===== src/hw/rtl/dwg_pkg.sv =====
`default_nettype none

package dwg_pkg;

   // Coordinate format and weight precision.
   localparam int COORD_INT_BITS  = 10;
   localparam int COORD_FRAC_BITS = 16;
   localparam int WEIGHT_BITS     = 16;

   localparam int COORD_W = COORD_INT_BITS + COORD_FRAC_BITS;
   localparam int CELL_W  = 12;

   // |2r - 1| or |2r - 3| distance term, the root argument and the root.
   localparam int TWID_W = COORD_FRAC_BITS + 1;
   localparam int ARG_W  = 2 * COORD_FRAC_BITS + 2;
   localparam int ROOT_W = COORD_FRAC_BITS + 1;

   // 8*phi in Q.F fits below 8.0.
   localparam int PHI_W  = COORD_FRAC_BITS + 3;
   localparam int PROD_W = 2 * PHI_W;

   // Product scaled up by WEIGHT_BITS, then rounded down by 2F+6.
   localparam int WGT_SHIFT = 2 * COORD_FRAC_BITS + 6;
   localparam int SCALE_W   = PROD_W + WEIGHT_BITS + 1;

   // Stencil box geometry.
   localparam int TAPS   = 4;
   localparam int AXIS_W = 2;
   localparam int CELLS  = TAPS * TAPS;
   localparam int CNT_W  = 2 * AXIS_W;

   localparam int QUEUE_DEPTH = 2;
   localparam int QPTR_W      = $clog2(QUEUE_DEPTH);

   typedef logic [TAPS-1:0][PHI_W-1:0] phi_set_type;

   typedef struct packed {
      logic [COORD_W-1:0] pos_x;
      logic [COORD_W-1:0] pos_y;
   } req_type;

   typedef struct packed {
      logic signed [CELL_W-1:0] cell_row;
      logic signed [CELL_W-1:0] cell_col;
      logic [WEIGHT_BITS-1:0]   weight;
      logic                     last;
   } rsp_type;

   // One marker's worth of work handed from the front to the back.
   typedef struct packed {
      logic [CELL_W-1:0] row_base;
      logic [CELL_W-1:0] col_base;
      phi_set_type       phi_x;
      phi_set_type       phi_y;
   } box_type;

   typedef struct packed {
      logic full;
      logic empty;
   } q_flags_type;

endpackage

`default_nettype wire


===== src/hw/rtl/dwg_front.sv =====
`default_nettype none

module dwg_front (
   input  logic                clock,
   input  logic                reset,
   input  logic                start,
   output logic                busy,
   input  dwg_pkg::req_type    req_pos,
   output logic                push,
   output dwg_pkg::box_type    push_box,
   input  dwg_pkg::q_flags_type q_flags
);
   import dwg_pkg::*;

   typedef enum logic [3:0] {
      ST_IDLE   = 4'b0001,
      ST_SQUARE = 4'b0010,
      ST_ROOT   = 4'b0100,
      ST_PUSH   = 4'b1000
   } front_state_type;

   typedef struct packed {
      logic [ARG_W-1:0] v;
      logic [ARG_W-1:0] r;
   } sq_type;

   localparam logic [TWID_W-1:0] T_ONE     = TWID_W'(1) << COORD_FRAC_BITS;
   localparam logic [ARG_W-1:0]  ARG_TWO   = ARG_W'(1) << (2 * COORD_FRAC_BITS + 1);
   localparam logic [ARG_W-1:0]  BIT_START = ARG_W'(1) << (2 * COORD_FRAC_BITS);
   localparam logic [PHI_W-1:0]  P_ONE     = PHI_W'(1) << COORD_FRAC_BITS;
   localparam logic [PHI_W-1:0]  P_THREE   = PHI_W'(3) << COORD_FRAC_BITS;

   // Distance term |2f - 1|; all four taps of an axis share it.
   function automatic logic [TWID_W-1:0] dist_t(logic [COORD_FRAC_BITS-1:0] f);
      logic [TWID_W-1:0] two_f;
      two_f = {f, 1'b0};
      return f[COORD_FRAC_BITS-1] ? two_f - T_ONE : T_ONE - two_f;
   endfunction

   // One digit of the bit-by-bit integer square root.
   function automatic sq_type sq_step(sq_type cur, logic [ARG_W-1:0] b);
      sq_type         nxt;
      logic [ARG_W:0] trial;
      nxt   = cur;
      trial = {1'b0, cur.r} + {1'b0, b};
      if (b != '0) begin
         if ({1'b0, cur.v} >= trial) begin
            nxt.v = cur.v - trial[ARG_W-1:0];
            nxt.r = (cur.r >> 1) + b;
         end else begin
            nxt.r = cur.r >> 1;
         end
      end
      return nxt;
   endfunction

   // 8*phi for the four taps, leftmost first.
   function automatic phi_set_type axis_phi(logic [COORD_FRAC_BITS-1:0] f,
                                            logic [ROOT_W-1:0] r);
      phi_set_type      res;
      logic [PHI_W-1:0] two_f;
      logic [PHI_W-1:0] root;
      logic [PHI_W-1:0] base_hi;
      logic [PHI_W-1:0] base_lo;
      two_f   = PHI_W'({f, 1'b0});
      root    = PHI_W'(r);
      base_hi = P_THREE - two_f;
      base_lo = P_ONE + two_f;
      res[0]  = (root > base_hi) ? '0 : base_hi - root;
      res[1]  = base_hi + root;
      res[2]  = base_lo + root;
      res[3]  = (root > base_lo) ? '0 : base_lo - root;
      return res;
   endfunction

   front_state_type state_ff, state_in;
   logic [COORD_FRAC_BITS-1:0] frac_x_ff, frac_y_ff;
   logic [CELL_W-1:0]          base_x_ff, base_y_ff;
   logic [TWID_W-1:0]          tx_ff, ty_ff;
   sq_type                     x_ff, x_in, y_ff, y_in;
   logic [ARG_W-1:0]           bit_ff, bit_in;
   logic [ARG_W-1:0]           sq_x, sq_y;
   sq_type                     x_mid, y_mid;
   logic                       accept;

   assign busy   = (state_ff == ST_SQUARE) || (state_ff == ST_ROOT) ||
                   ((state_ff == ST_PUSH) && q_flags.full);
   assign accept = start && !busy;
   assign push   = (state_ff == ST_PUSH) && !q_flags.full;

   assign sq_x = tx_ff * tx_ff;
   assign sq_y = ty_ff * ty_ff;

   assign x_mid = sq_step(x_ff, bit_ff);
   assign y_mid = sq_step(y_ff, bit_ff);

   always_comb begin
      state_in = state_ff;
      x_in     = x_ff;
      y_in     = y_ff;
      bit_in   = bit_ff;
      case (state_ff)
         ST_IDLE: begin
            if (accept) state_in = ST_SQUARE;
         end
         ST_SQUARE: begin
            x_in.v   = ARG_TWO - sq_x;
            x_in.r   = '0;
            y_in.v   = ARG_TWO - sq_y;
            y_in.r   = '0;
            bit_in   = BIT_START;
            state_in = ST_ROOT;
         end
         ST_ROOT: begin
            x_in   = sq_step(x_mid, bit_ff >> 2);
            y_in   = sq_step(y_mid, bit_ff >> 2);
            bit_in = bit_ff >> 4;
            if ((bit_ff >> 4) == '0) state_in = ST_PUSH;
         end
         ST_PUSH: begin
            if (!q_flags.full) state_in = accept ? ST_SQUARE : ST_IDLE;
         end
         default: begin
            state_in = ST_IDLE;
         end
      endcase
   end

   always_ff @(posedge clock) begin
      if (reset) begin
         state_ff <= ST_IDLE;
      end else begin
         state_ff <= state_in;
      end
   end

   always_ff @(posedge clock) begin
      x_ff   <= x_in;
      y_ff   <= y_in;
      bit_ff <= bit_in;
      if (accept) begin
         frac_x_ff <= req_pos.pos_x[COORD_FRAC_BITS-1:0];
         frac_y_ff <= req_pos.pos_y[COORD_FRAC_BITS-1:0];
         base_x_ff <= CELL_W'(req_pos.pos_x[COORD_W-1:COORD_FRAC_BITS]) - CELL_W'(1);
         base_y_ff <= CELL_W'(req_pos.pos_y[COORD_W-1:COORD_FRAC_BITS]) - CELL_W'(1);
         tx_ff     <= dist_t(req_pos.pos_x[COORD_FRAC_BITS-1:0]);
         ty_ff     <= dist_t(req_pos.pos_y[COORD_FRAC_BITS-1:0]);
      end
   end

   always_comb begin
      push_box.row_base = base_x_ff;
      push_box.col_base = base_y_ff;
      push_box.phi_x    = axis_phi(frac_x_ff, x_ff.r[ROOT_W-1:0]);
      push_box.phi_y    = axis_phi(frac_y_ff, y_ff.r[ROOT_W-1:0]);
   end

endmodule

`default_nettype wire


===== src/hw/rtl/dwg_queue.sv =====
`default_nettype none

module dwg_queue (
   input  logic                 clock,
   input  logic                 reset,
   input  logic                 push,
   input  dwg_pkg::box_type     push_box,
   input  logic                 pop,
   output dwg_pkg::box_type     pop_box,
   output dwg_pkg::q_flags_type q_flags
);
   import dwg_pkg::*;

   box_type             entry_ff [QUEUE_DEPTH];
   logic [QPTR_W-1:0]   wr_ptr_ff, rd_ptr_ff;
   logic [QPTR_W:0]     count_ff;

   assign pop_box       = entry_ff[rd_ptr_ff];
   assign q_flags.full  = (count_ff == (QPTR_W+1)'(QUEUE_DEPTH));
   assign q_flags.empty = (count_ff == '0);

   always_ff @(posedge clock) begin
      if (push) entry_ff[wr_ptr_ff] <= push_box;
   end

   always_ff @(posedge clock) begin
      if (reset) begin
         wr_ptr_ff <= '0;
         rd_ptr_ff <= '0;
         count_ff  <= '0;
      end else begin
         if (push) wr_ptr_ff <= wr_ptr_ff + QPTR_W'(1);
         if (pop)  rd_ptr_ff <= rd_ptr_ff + QPTR_W'(1);
         if (push && !pop) begin
            count_ff <= count_ff + (QPTR_W+1)'(1);
         end else if (pop && !push) begin
            count_ff <= count_ff - (QPTR_W+1)'(1);
         end
      end
   end

endmodule

`default_nettype wire


===== src/hw/rtl/dwg_back.sv =====
`default_nettype none

module dwg_back (
   input  logic                 clock,
   input  logic                 reset,
   input  dwg_pkg::q_flags_type q_flags,
   input  dwg_pkg::box_type     pop_box,
   output logic                 pop,
   output logic                 rsp_strobe,
   output dwg_pkg::rsp_type     rsp_cell
);
   import dwg_pkg::*;

   localparam logic [CNT_W-1:0]       CELL_LAST = CNT_W'(CELLS - 1);
   localparam logic [SCALE_W-1:0]     ROUND_HALF = SCALE_W'(1) << (WGT_SHIFT - 1);
   localparam logic [SCALE_W-1:0]     MAX_WIDE = SCALE_W'((1 << WEIGHT_BITS) - 1);
   localparam logic [WEIGHT_BITS-1:0] MAX_WEIGHT = '1;

   box_type            cur_ff;
   logic               active_ff;
   logic [CNT_W-1:0]   cnt_ff;
   logic [AXIS_W-1:0]  tap_a, tap_b;

   logic               s1_valid_ff;
   logic [PROD_W-1:0]  s1_prod_ff;
   logic [CELL_W-1:0]  s1_row_ff, s1_col_ff;
   logic               s1_last_ff;

   logic [SCALE_W-1:0] scaled;
   logic [SCALE_W-1:0] w_full;

   logic               strobe_ff;
   rsp_type            out_ff, out_in;

   assign pop   = !q_flags.empty && (!active_ff || (cnt_ff == CELL_LAST));
   assign tap_a = cnt_ff[CNT_W-1:AXIS_W];
   assign tap_b = cnt_ff[AXIS_W-1:0];

   always_ff @(posedge clock) begin
      if (reset) begin
         active_ff <= 1'b0;
         cnt_ff    <= '0;
      end else if (pop) begin
         active_ff <= 1'b1;
         cnt_ff    <= '0;
      end else if (active_ff) begin
         cnt_ff <= cnt_ff + CNT_W'(1);
         if (cnt_ff == CELL_LAST) active_ff <= 1'b0;
      end
   end

   always_ff @(posedge clock) begin
      if (pop) cur_ff <= pop_box;
   end

   // Stage one: product of the two tap weights and the cell address.
   always_ff @(posedge clock) begin
      if (reset) begin
         s1_valid_ff <= 1'b0;
      end else begin
         s1_valid_ff <= active_ff;
      end
   end

   always_ff @(posedge clock) begin
      s1_prod_ff <= PROD_W'(cur_ff.phi_x[tap_a]) * PROD_W'(cur_ff.phi_y[tap_b]);
      s1_row_ff  <= cur_ff.row_base + CELL_W'(tap_a);
      s1_col_ff  <= cur_ff.col_base + CELL_W'(tap_b);
      s1_last_ff <= (cnt_ff == CELL_LAST);
   end

   // Stage two: round to nearest, ties up, then saturate.
   assign scaled = {1'b0, s1_prod_ff, {WEIGHT_BITS{1'b0}}} + ROUND_HALF;
   assign w_full = scaled >> WGT_SHIFT;

   always_comb begin
      out_in.cell_row = signed'(s1_row_ff);
      out_in.cell_col = signed'(s1_col_ff);
      out_in.weight   = (w_full > MAX_WIDE) ? MAX_WEIGHT : w_full[WEIGHT_BITS-1:0];
      out_in.last     = s1_last_ff;
   end

   always_ff @(posedge clock) begin
      if (reset) begin
         strobe_ff <= 1'b0;
      end else begin
         strobe_ff <= s1_valid_ff;
      end
   end

   always_ff @(posedge clock) begin
      out_ff <= out_in;
   end

   assign rsp_strobe = strobe_ff;
   assign rsp_cell   = out_ff;

endmodule

`default_nettype wire


===== src/hw/rtl/ib_delta_weight_generator.sv =====
`default_nettype none

// Four-point delta weight generator for immersed-boundary markers.
// A marker position (pos_x, pos_y) is offered on req_pos with start; it is
// taken at a rising edge where start is high and busy is low. For every
// marker the block returns sixteen beats on rsp_cell, one per cell of the
// 4x4 stencil box in row-major order, each marked by rsp_strobe for one
// cycle. A beat carries the cell's row and column and the weight
// phi(x-row)*phi(y-col) in unsigned Q0.16; last flags the sixteenth beat.
// The receiver cannot hold beats off, so the block never stalls its output.
// The front computes one square root per axis, two root bits per cycle;
// a marker passes through its square, root and push states from the
// accepting edge to the edge that writes it into a two-entry queue, and
// waits in the push state while the queue is full. The back issues one
// product per cycle through a two-stage multiply and round pipeline, and
// the beats of one box follow on consecutive cycles. The sustained marker
// rate is set by the back's single multiplier; busy drops again as soon
// as the front has handed its marker to the queue. Reset is synchronous
// and empties the queue and both pipelines; no beats are produced until
// a new marker.

module ib_delta_weight_generator (
   input  logic             clock,
   input  logic             reset,
   input  logic             start,
   output logic             busy,
   input  dwg_pkg::req_type req_pos,
   output logic             rsp_strobe,
   output dwg_pkg::rsp_type rsp_cell
);
   import dwg_pkg::*;

   logic        push, pop;
   box_type     push_box, pop_box;
   q_flags_type q_flags;

   dwg_front u_front (
      .clock    (clock),
      .reset    (reset),
      .start    (start),
      .busy     (busy),
      .req_pos  (req_pos),
      .push     (push),
      .push_box (push_box),
      .q_flags  (q_flags)
   );

   dwg_queue u_queue (
      .clock    (clock),
      .reset    (reset),
      .push     (push),
      .push_box (push_box),
      .pop      (pop),
      .pop_box  (pop_box),
      .q_flags  (q_flags)
   );

   dwg_back u_back (
      .clock      (clock),
      .reset      (reset),
      .q_flags    (q_flags),
      .pop_box    (pop_box),
      .pop        (pop),
      .rsp_strobe (rsp_strobe),
      .rsp_cell   (rsp_cell)
   );

   // The front never writes a full queue.
   assert property (@(posedge clock) disable iff (reset) push |-> !q_flags.full)
      else $error("push into full queue");

   // The back never reads an empty queue.
   assert property (@(posedge clock) disable iff (reset) pop |-> !q_flags.empty)
      else $error("pop from empty queue");

   // Beats of one box come on consecutive cycles.
   assert property (@(posedge clock) disable iff (reset)
                    rsp_strobe && !rsp_cell.last |=> rsp_strobe)
      else $error("gap inside a stencil box");

   // Columns advance by one inside a row of the box.
   assert property (@(posedge clock) disable iff (reset)
                    rsp_strobe && $past(rsp_strobe) && !$past(rsp_cell.last) &&
                    (rsp_cell.cell_row == $past(rsp_cell.cell_row)) |->
                    (rsp_cell.cell_col == $past(rsp_cell.cell_col) + 12'sd1))
      else $error("column sequence broken");

endmodule

`default_nettype wire

===== config.mk =====
export PLATFORM = sky130hd
export DESIGN_NAME = ib_delta_weight_generator
export DESIGN_NICKNAME = d
export VERILOG_FILES = /design/src/hw/rtl/dwg_pkg.sv /design/src/hw/rtl/dwg_front.sv /design/src/hw/rtl/dwg_queue.sv /design/src/hw/rtl/dwg_back.sv /design/src/hw/rtl/ib_delta_weight_generator.sv
export SDC_FILE = /design/constraint.sdc
export NUM_CORES = 2
export LEC_CHECK = 0
export BUFFER_PORTS_ARGS = -buffer_cell sky130_fd_sc_hd__buf_2
export CORE_ASPECT_RATIO = 2
export CORE_MARGIN = 4
export CORE_UTILIZATION = 59
export CTS_CLUSTER_DIAMETER = 80
export DETAILED_ROUTE_END_ITERATION = 8
export PLACE_DENSITY = 0.79
export SLEW_MARGIN = 20
export SYNTH_ARGS = -nofsm -noshare
export SYNTH_HDL_FRONTEND = slang
export SYNTH_SLANG_ARGS = --single-unit

===== constraint.sdc =====
create_clock -name clock -period 23.4 [get_ports clock]
set_input_delay 2.34 -clock clock [delete_from_list [all_inputs] [get_ports clock]]
set_output_delay 2.34 -clock clock [all_outputs]
set_load 0.02 [all_outputs]

; ---- Word-level counts from Yosys, hierarchy flattened
; Memories as Yosys holds them, arrays and structs flattened. A register that Yosys moved wholly into a read port is not among the register bits.
; Index checks and enable logic that the tools add are counted.
[totals]
regBits = 379
ramBits = 352
input_bits = 55
out_inout_bits = 43
elab_cells = 151
n_memories = 1
[op_classes]
add_sub_neg = 40
n_mul = 3
n_lt_le_gt_ge = 11
eq_ne = 9
mux = 37
reduce_logical = 23
[memory_table]
columns = name, words, word_bits, rd, rd_clocked_by_memory_dff, write_ports, line
row1 = u_queue.entry_ff, 2, 176, 1, 1, 1, dwg_queue.sv:14  ; box_type entry_ff [QUEUE_DEPTH];
[op_table]
columns = cell, n
row1 = 2-to-1 mux 34 bit, 8
row2 = 2-to-1 mux 68 bit, 4
row3 = case mux 68 bit (2 select lines), 2
row4 = greater-or-equal comparator 34 x 35 -> 1 bit, 4
row5 = subtractor 34 bit, 4
row6 = 2-to-1 mux 19 bit, 6
row7 = adder 19 x 17 -> 19 bit, 4
row8 = binary-select mux 19 bit (select 2 bit), 2
row9 = greater-than comparator 17 x 19 -> 1 bit, 4
row10 = subtractor 19 x 17 -> 19 bit, 4
row11 = adder 34 x 32 -> 35 bit, 2
row12 = adder 34 x 34 -> 35 bit, 2
row13 = adder 33 x 32 -> 34 bit, 2
row14 = adder 33 x 34 -> 34 bit, 2
row15 = multiplier 17 x 17 -> 34 bit, 2
row16 = case mux 34 bit (2 select lines), 1
row17 = nonzero test 34 bit, 2
row18 = subtractor 34 bit (first input constant), 2
row19 = adder 54 x 38 -> 55 bit (second input constant), 1
row20 = multiplier 19 x 19 -> 38 bit, 1
row21 = subtractor 18 x 17 -> 19 bit (first input constant), 2
row22 = adder 17 x 17 -> 18 bit (first input constant), 2
row23 = zero test 34 bit, 1
row24 = 2-to-1 mux 17 bit, 2
row25 = 28 further kinds, 57

; ---- Logic depth before layout (Yosys ltp)
[depth]
depth_word = 9
ltp_mapped = 51
ltp_nobuf = 48

; ---- Modules after synthesis
; Synthesis repeated with hierarchy kept, for this count alone.
[unflattened]
hier_cells = 8369
hier_area_um2 = 82052.4
[by_module_without_submodules]
columns = module, instances, cells_each, area_per_inst_um2, seq_area_each_um2
row1 = dwg_front, 1, 5832, 47659.5, 6956.7
row2 = dwg_back, 1, 1967, 20903.8, 7086.8
row3 = dwg_queue, 1, 570, 13489.2, 10670.2

; ---- Least setup slack after synthesis
; Ideal clock, no wire load.
[synth_timing]
kind = register to register
start = register u_front.state_ff[1]
end = memory u_queue.entry_ff[0][0] in the netlist's numbering, enable pin
setup_ns = 1.117
arrival_time_ns = 16.730
required_time_ns = 22.283
slack_ns = 5.554
stages_incl_launch_ff = 5
path_buffers = 1
synth_period_minus_slack_ns = 17.846
cell_sequence = dfxtp_1 clkbuf_1 nor2_1 nand2_1 nor4_1
[synth_between]
elab_chain_len = 4
[synth_rtl]
columns = item, line
row1 = "start, declared", dwg_front.sv:76  ; front_state_type state_ff, state_in;
row2 = "start signal, assigned", dwg_front.sv:133  ; state_ff <= state_in;
row3 = equality test 4 bit, dwg_front.sv:89  ; assign push = (state_ff == ST_PUSH) && !q_flags.full;
row4 = logical AND 1 bit, dwg_front.sv:89
row5 = 2-to-1 mux 1 bit, dwg_queue.sv:23  ; if (push) entry_ff[wr_ptr_ff] <= push_box;
row6 = 2-to-1 mux 1 bit (not written as such), dwg_queue.sv:23
row7 = "end, declared", dwg_queue.sv:14
; No other way between the ends.

==> results.cfg <==
[run_status]
outcome = complete, no violations

[global_route]
overflow = 0
groute.usage.overall_pct = 31.3
first_global_vias = 65600
grt_pass1_wl_mm = 347
antenna_found_initial = 1
grt_max_degree = 174

[synthesis]
post_synthesis_instance_total = 8159
postSynthAreaPerCell_um2 = 9.85
yosys_warnings = 0
seq_area_frac_synth_pct = 30.0
synthesis.area_um2 = 80400
ys.flop_type = sky130_fd_sc_hd__edfxtp_1
synth-async-reset-ratio_pct = 0
synth_cell_types = 122
synth.ff_latch_count = 837
synth-edff-count = 739

[placed_design]
place.detailed.hpwl_mm = 175
final_weighted_congestion_of_routability_driven_global_placement = 1.01
number_of_cells_after_detailed_placement = 9787
place.port_buffers = 97

[timing]
worst_hold_slack_ns = 0.319
finalSetupViolCount = 0
rsz0062_at_grt = false
fin_crit_sh_pct = 55.4
max_clock_freq_ghz = 0.0771
final-max-slew-violation-count = 0
fin_tns_setup_ns = 0
skew_ns = 0.0588
period_needed_ns = 12.96
timing_hold_violations_final = 0
max_slew.worst_pin.slew_ns = 1.21
maxSlewHeadroom_pct = 19.1

[clock_network]
clock_tree.buffer_depth = 3
cts_hold_buffers = 0
cts-root-buf = sky130_fd_sc_hd__clkbuf_16
cts_resized = 0
clock_latency_ns = 0.71
cts_setup_buffers = 0
cts_tree = yes
numCtsBuffers = 75
cts_num_sinks = 837
htree_levels = 3
clock_edge_transition_at_the_registers_on_the_reported_setup_and_hold_paths_ns = 0.07

[finish]
layout.cells.most_common_list = sky130_fd_sc_hd__inv_1 (1126), sky130_fd_sc_hd__nand2_1 (853), sky130_fd_sc_hd__edfxtp_1 (739), sky130_fd_sc_hd__fa_1 (685), sky130_fd_sc_hd__ha_1 (676)
finish.cell_count_without_fillers = 9928
final.fill_count = 10800
finish.utilization_pct = 62.8
num-nets-final = 9543
area_growth_syn_to_layout_pct = 5.91
drive_gt1_share_pct = 8.01
most_common_cell_after_layout_fill_and_taps_aside = sky130_fd_sc_hd__inv_1

[routing]
avgViaCountPerCell = 6.18
drc = 0
antenna_left = 0
detailedRoute.firstPassIterationCount = 6
dr_total_vias = 61400
avgRoutedWirePerCell_um = 22.5
wirelength_mm = 223
drt_iter0_drc = 3919

[setup_path]
path_class = register to register
slowest_stage = sky130_fd_sc_hd__a21oi_1
cpLargestDelayFamily = compound AO/OA/AOI/OAI gates
critical_path.endpoint_type = register
worstPathBufferInverterCount = 2
cp_max_fo = 38
worst_ep_arrival_ns = 13.43
critPathLaunchType = register
worstReg2RegStart = u_front.bit_ff[0]
critical_path_required_ns = 23.86
worst_path_largest_cell_delay_ns = 0.79
crit_start = u_front.bit_ff[0]

[job]
maxCapViolCount = 0

[die]
io_pins = 98
placement_rows = 191
core_area_um2 = 136000
floorplan.initialDensity_pct = 59.3
chip_height_um = 530
fp.dieArea_um2 = 143000
die_x_um = 269

[hold_path]
hold_path_class = register to register
hold_start = u_back.s1_col_ff[2]
-- sequential cells by signal, summed over array words and instances (netlist names), 11 cells and up --
name,cells
u_back.rsp_cell,41
u_back.cur_ff,170
u_front.tx_ff,15
u_back.s1_col_ff,12
u_front.base_y_ff,11
u_front.ty_ff,15
u_front.frac_y_ff,16
u_queue.entry_ff,340
u_front.frac_x_ff,16
u_front.base_x_ff,11
u_back.s1_row_ff,12
u_back.s1_prod_ff,17
u_front.x_ff,68
u_front.y_ff,68
-- worst paths after layout --
check	endpoint	slack, ns	depth (start not counted)
max	u_front.x_ff[54]	10.44	46
min	u_back.rsp_cell[19]	0.32	0
max reg2reg	u_front.x_ff[54]	10.44	46
min reg2reg	u_back.rsp_cell[19]	0.32	0
-- logic make-up (layout without fill, tap and decap cells) --
logic type / count (synthesis) / in the layout / share of synthesized area [%]
other: 1 / 4 / 0.00466
and+or+nand+nor: 2294 / 2294 / 13.4
adders and majority gates: 1361 / 1361 / 27.6
muxes: 312 / 312 / 4.63
xor gates and xnor gates: 539 / 539 / 5.87
DFF: 837 / 837 / 30.0
buffers and inverters: 1420 / 1449 / 6.83
AOI/OAI and AO/OA: 1395 / 1395 / 11.6
-- worst reg2reg max path: cells and delay by family, from the launching register on --
| family | cells | cell delay, ns |
|---|---|---|
| adders and majority gates | 5 | 1.53 |
| muxes | 2 | 0.70 |
| DFF | 1 | 0.66 |
| xor gates and xnor gates | 3 | 0.38 |
| and+or+nand+nor | 17 | 3.14 |
| buffers and inverters | 2 | 0.86 |
| AOI/OAI and AO/OA | 17 | 5.44 |
-- cells in the mapped netlist (15+ instances only) --
library cell	count	share of area, %
sky130_fd_sc_hd__o21ai_1	34	0.21
sky130_fd_sc_hd__o21bai_1	58	0.54
sky130_fd_sc_hd__or3_1	42	0.33
sky130_fd_sc_hd__nand2b_1	64	0.50
sky130_fd_sc_hd__o31ai_1	44	0.41
sky130_fd_sc_hd__mux2_2	187	2.6
sky130_fd_sc_hd__a41oi_1	22	0.24
sky130_fd_sc_hd__edfxtp_1	739	28
sky130_fd_sc_hd__nor2b_1	79	0.61
sky130_fd_sc_hd__nand2_1	853	4.0
sky130_fd_sc_hd__dfxtp_1	98	2.4
sky130_fd_sc_hd__o21a_1	80	0.75
sky130_fd_sc_hd__clkbuf_1	209	0.98
sky130_fd_sc_hd__o21ai_0	272	1.7
sky130_fd_sc_hd__and2_1	137	1.1
sky130_fd_sc_hd__a21o_1	100	0.93
sky130_fd_sc_hd__nor2_1	532	2.5
sky130_fd_sc_hd__a211oi_1	53	0.49
sky130_fd_sc_hd__nand3_1	143	0.89
sky130_fd_sc_hd__and4_1	25	0.27
sky130_fd_sc_hd__a31o_2	15	0.16
sky130_fd_sc_hd__a21oi_1	373	2.3
sky130_fd_sc_hd__nand4_1	60	0.47
sky130_fd_sc_hd__and3_1	59	0.46
sky130_fd_sc_hd__fa_1	685	17
sky130_fd_sc_hd__xor2_1	189	2.1
sky130_fd_sc_hd__a21boi_0	30	0.28
sky130_fd_sc_hd__a31oi_1	53	0.41
sky130_fd_sc_hd__nor4_1	38	0.30
sky130_fd_sc_hd__buf_1	20	0.093
sky130_fd_sc_hd__buf_2	42	0.26
sky130_fd_sc_hd__mux2i_1	94	1.2
sky130_fd_sc_hd__nor3_1	157	0.98
sky130_fd_sc_hd__mux4_2	29	0.81
sky130_fd_sc_hd__xnor2_1	350	3.8
sky130_fd_sc_hd__ha_1	676	11
sky130_fd_sc_hd__or2_2	30	0.23
sky130_fd_sc_hd__o211ai_1	43	0.40
sky130_fd_sc_hd__inv_1	1127	5.3
-- cell type report --
class / count / area [um^2] / share of cell area (%)
multi-input combinational: 5903 / 50800 / 59.7
timing repair buffer: 177 / 1120 / 1.32
clock inverter: 58 / 721 / 0.846
clock buffer: 81 / 1900 / 2.23
sequential: 837 / 24200 / 28.4
antenna: 2 / 5.00 / 0.00588
tap: 1737 / 2170 / 2.55
inverter: 1133 / 4250 / 5.00
-- metrics by stage --
stage	cell area [um^2]	setup WS (ns)
floorplan	80400	5.55
global placement	82500	11.01
detailed placement	82500	10.81
CTS	85100	10.76
global route	85100	9.95
finish	85100	10.44
-- routing by layer --
metal,share of wire (%),global-route usage (%),up-vias
met1,32,30.0,30100
met4,10,27.0,0
met2,53,58.2,2347
met3,4.7,3.57,1125
met5,0,0,-
li1,-,-,27800
Power is left out: the tool's default activity adds up to more than one toggle a clock period on the data nets, which glitch-free logic cannot reach.
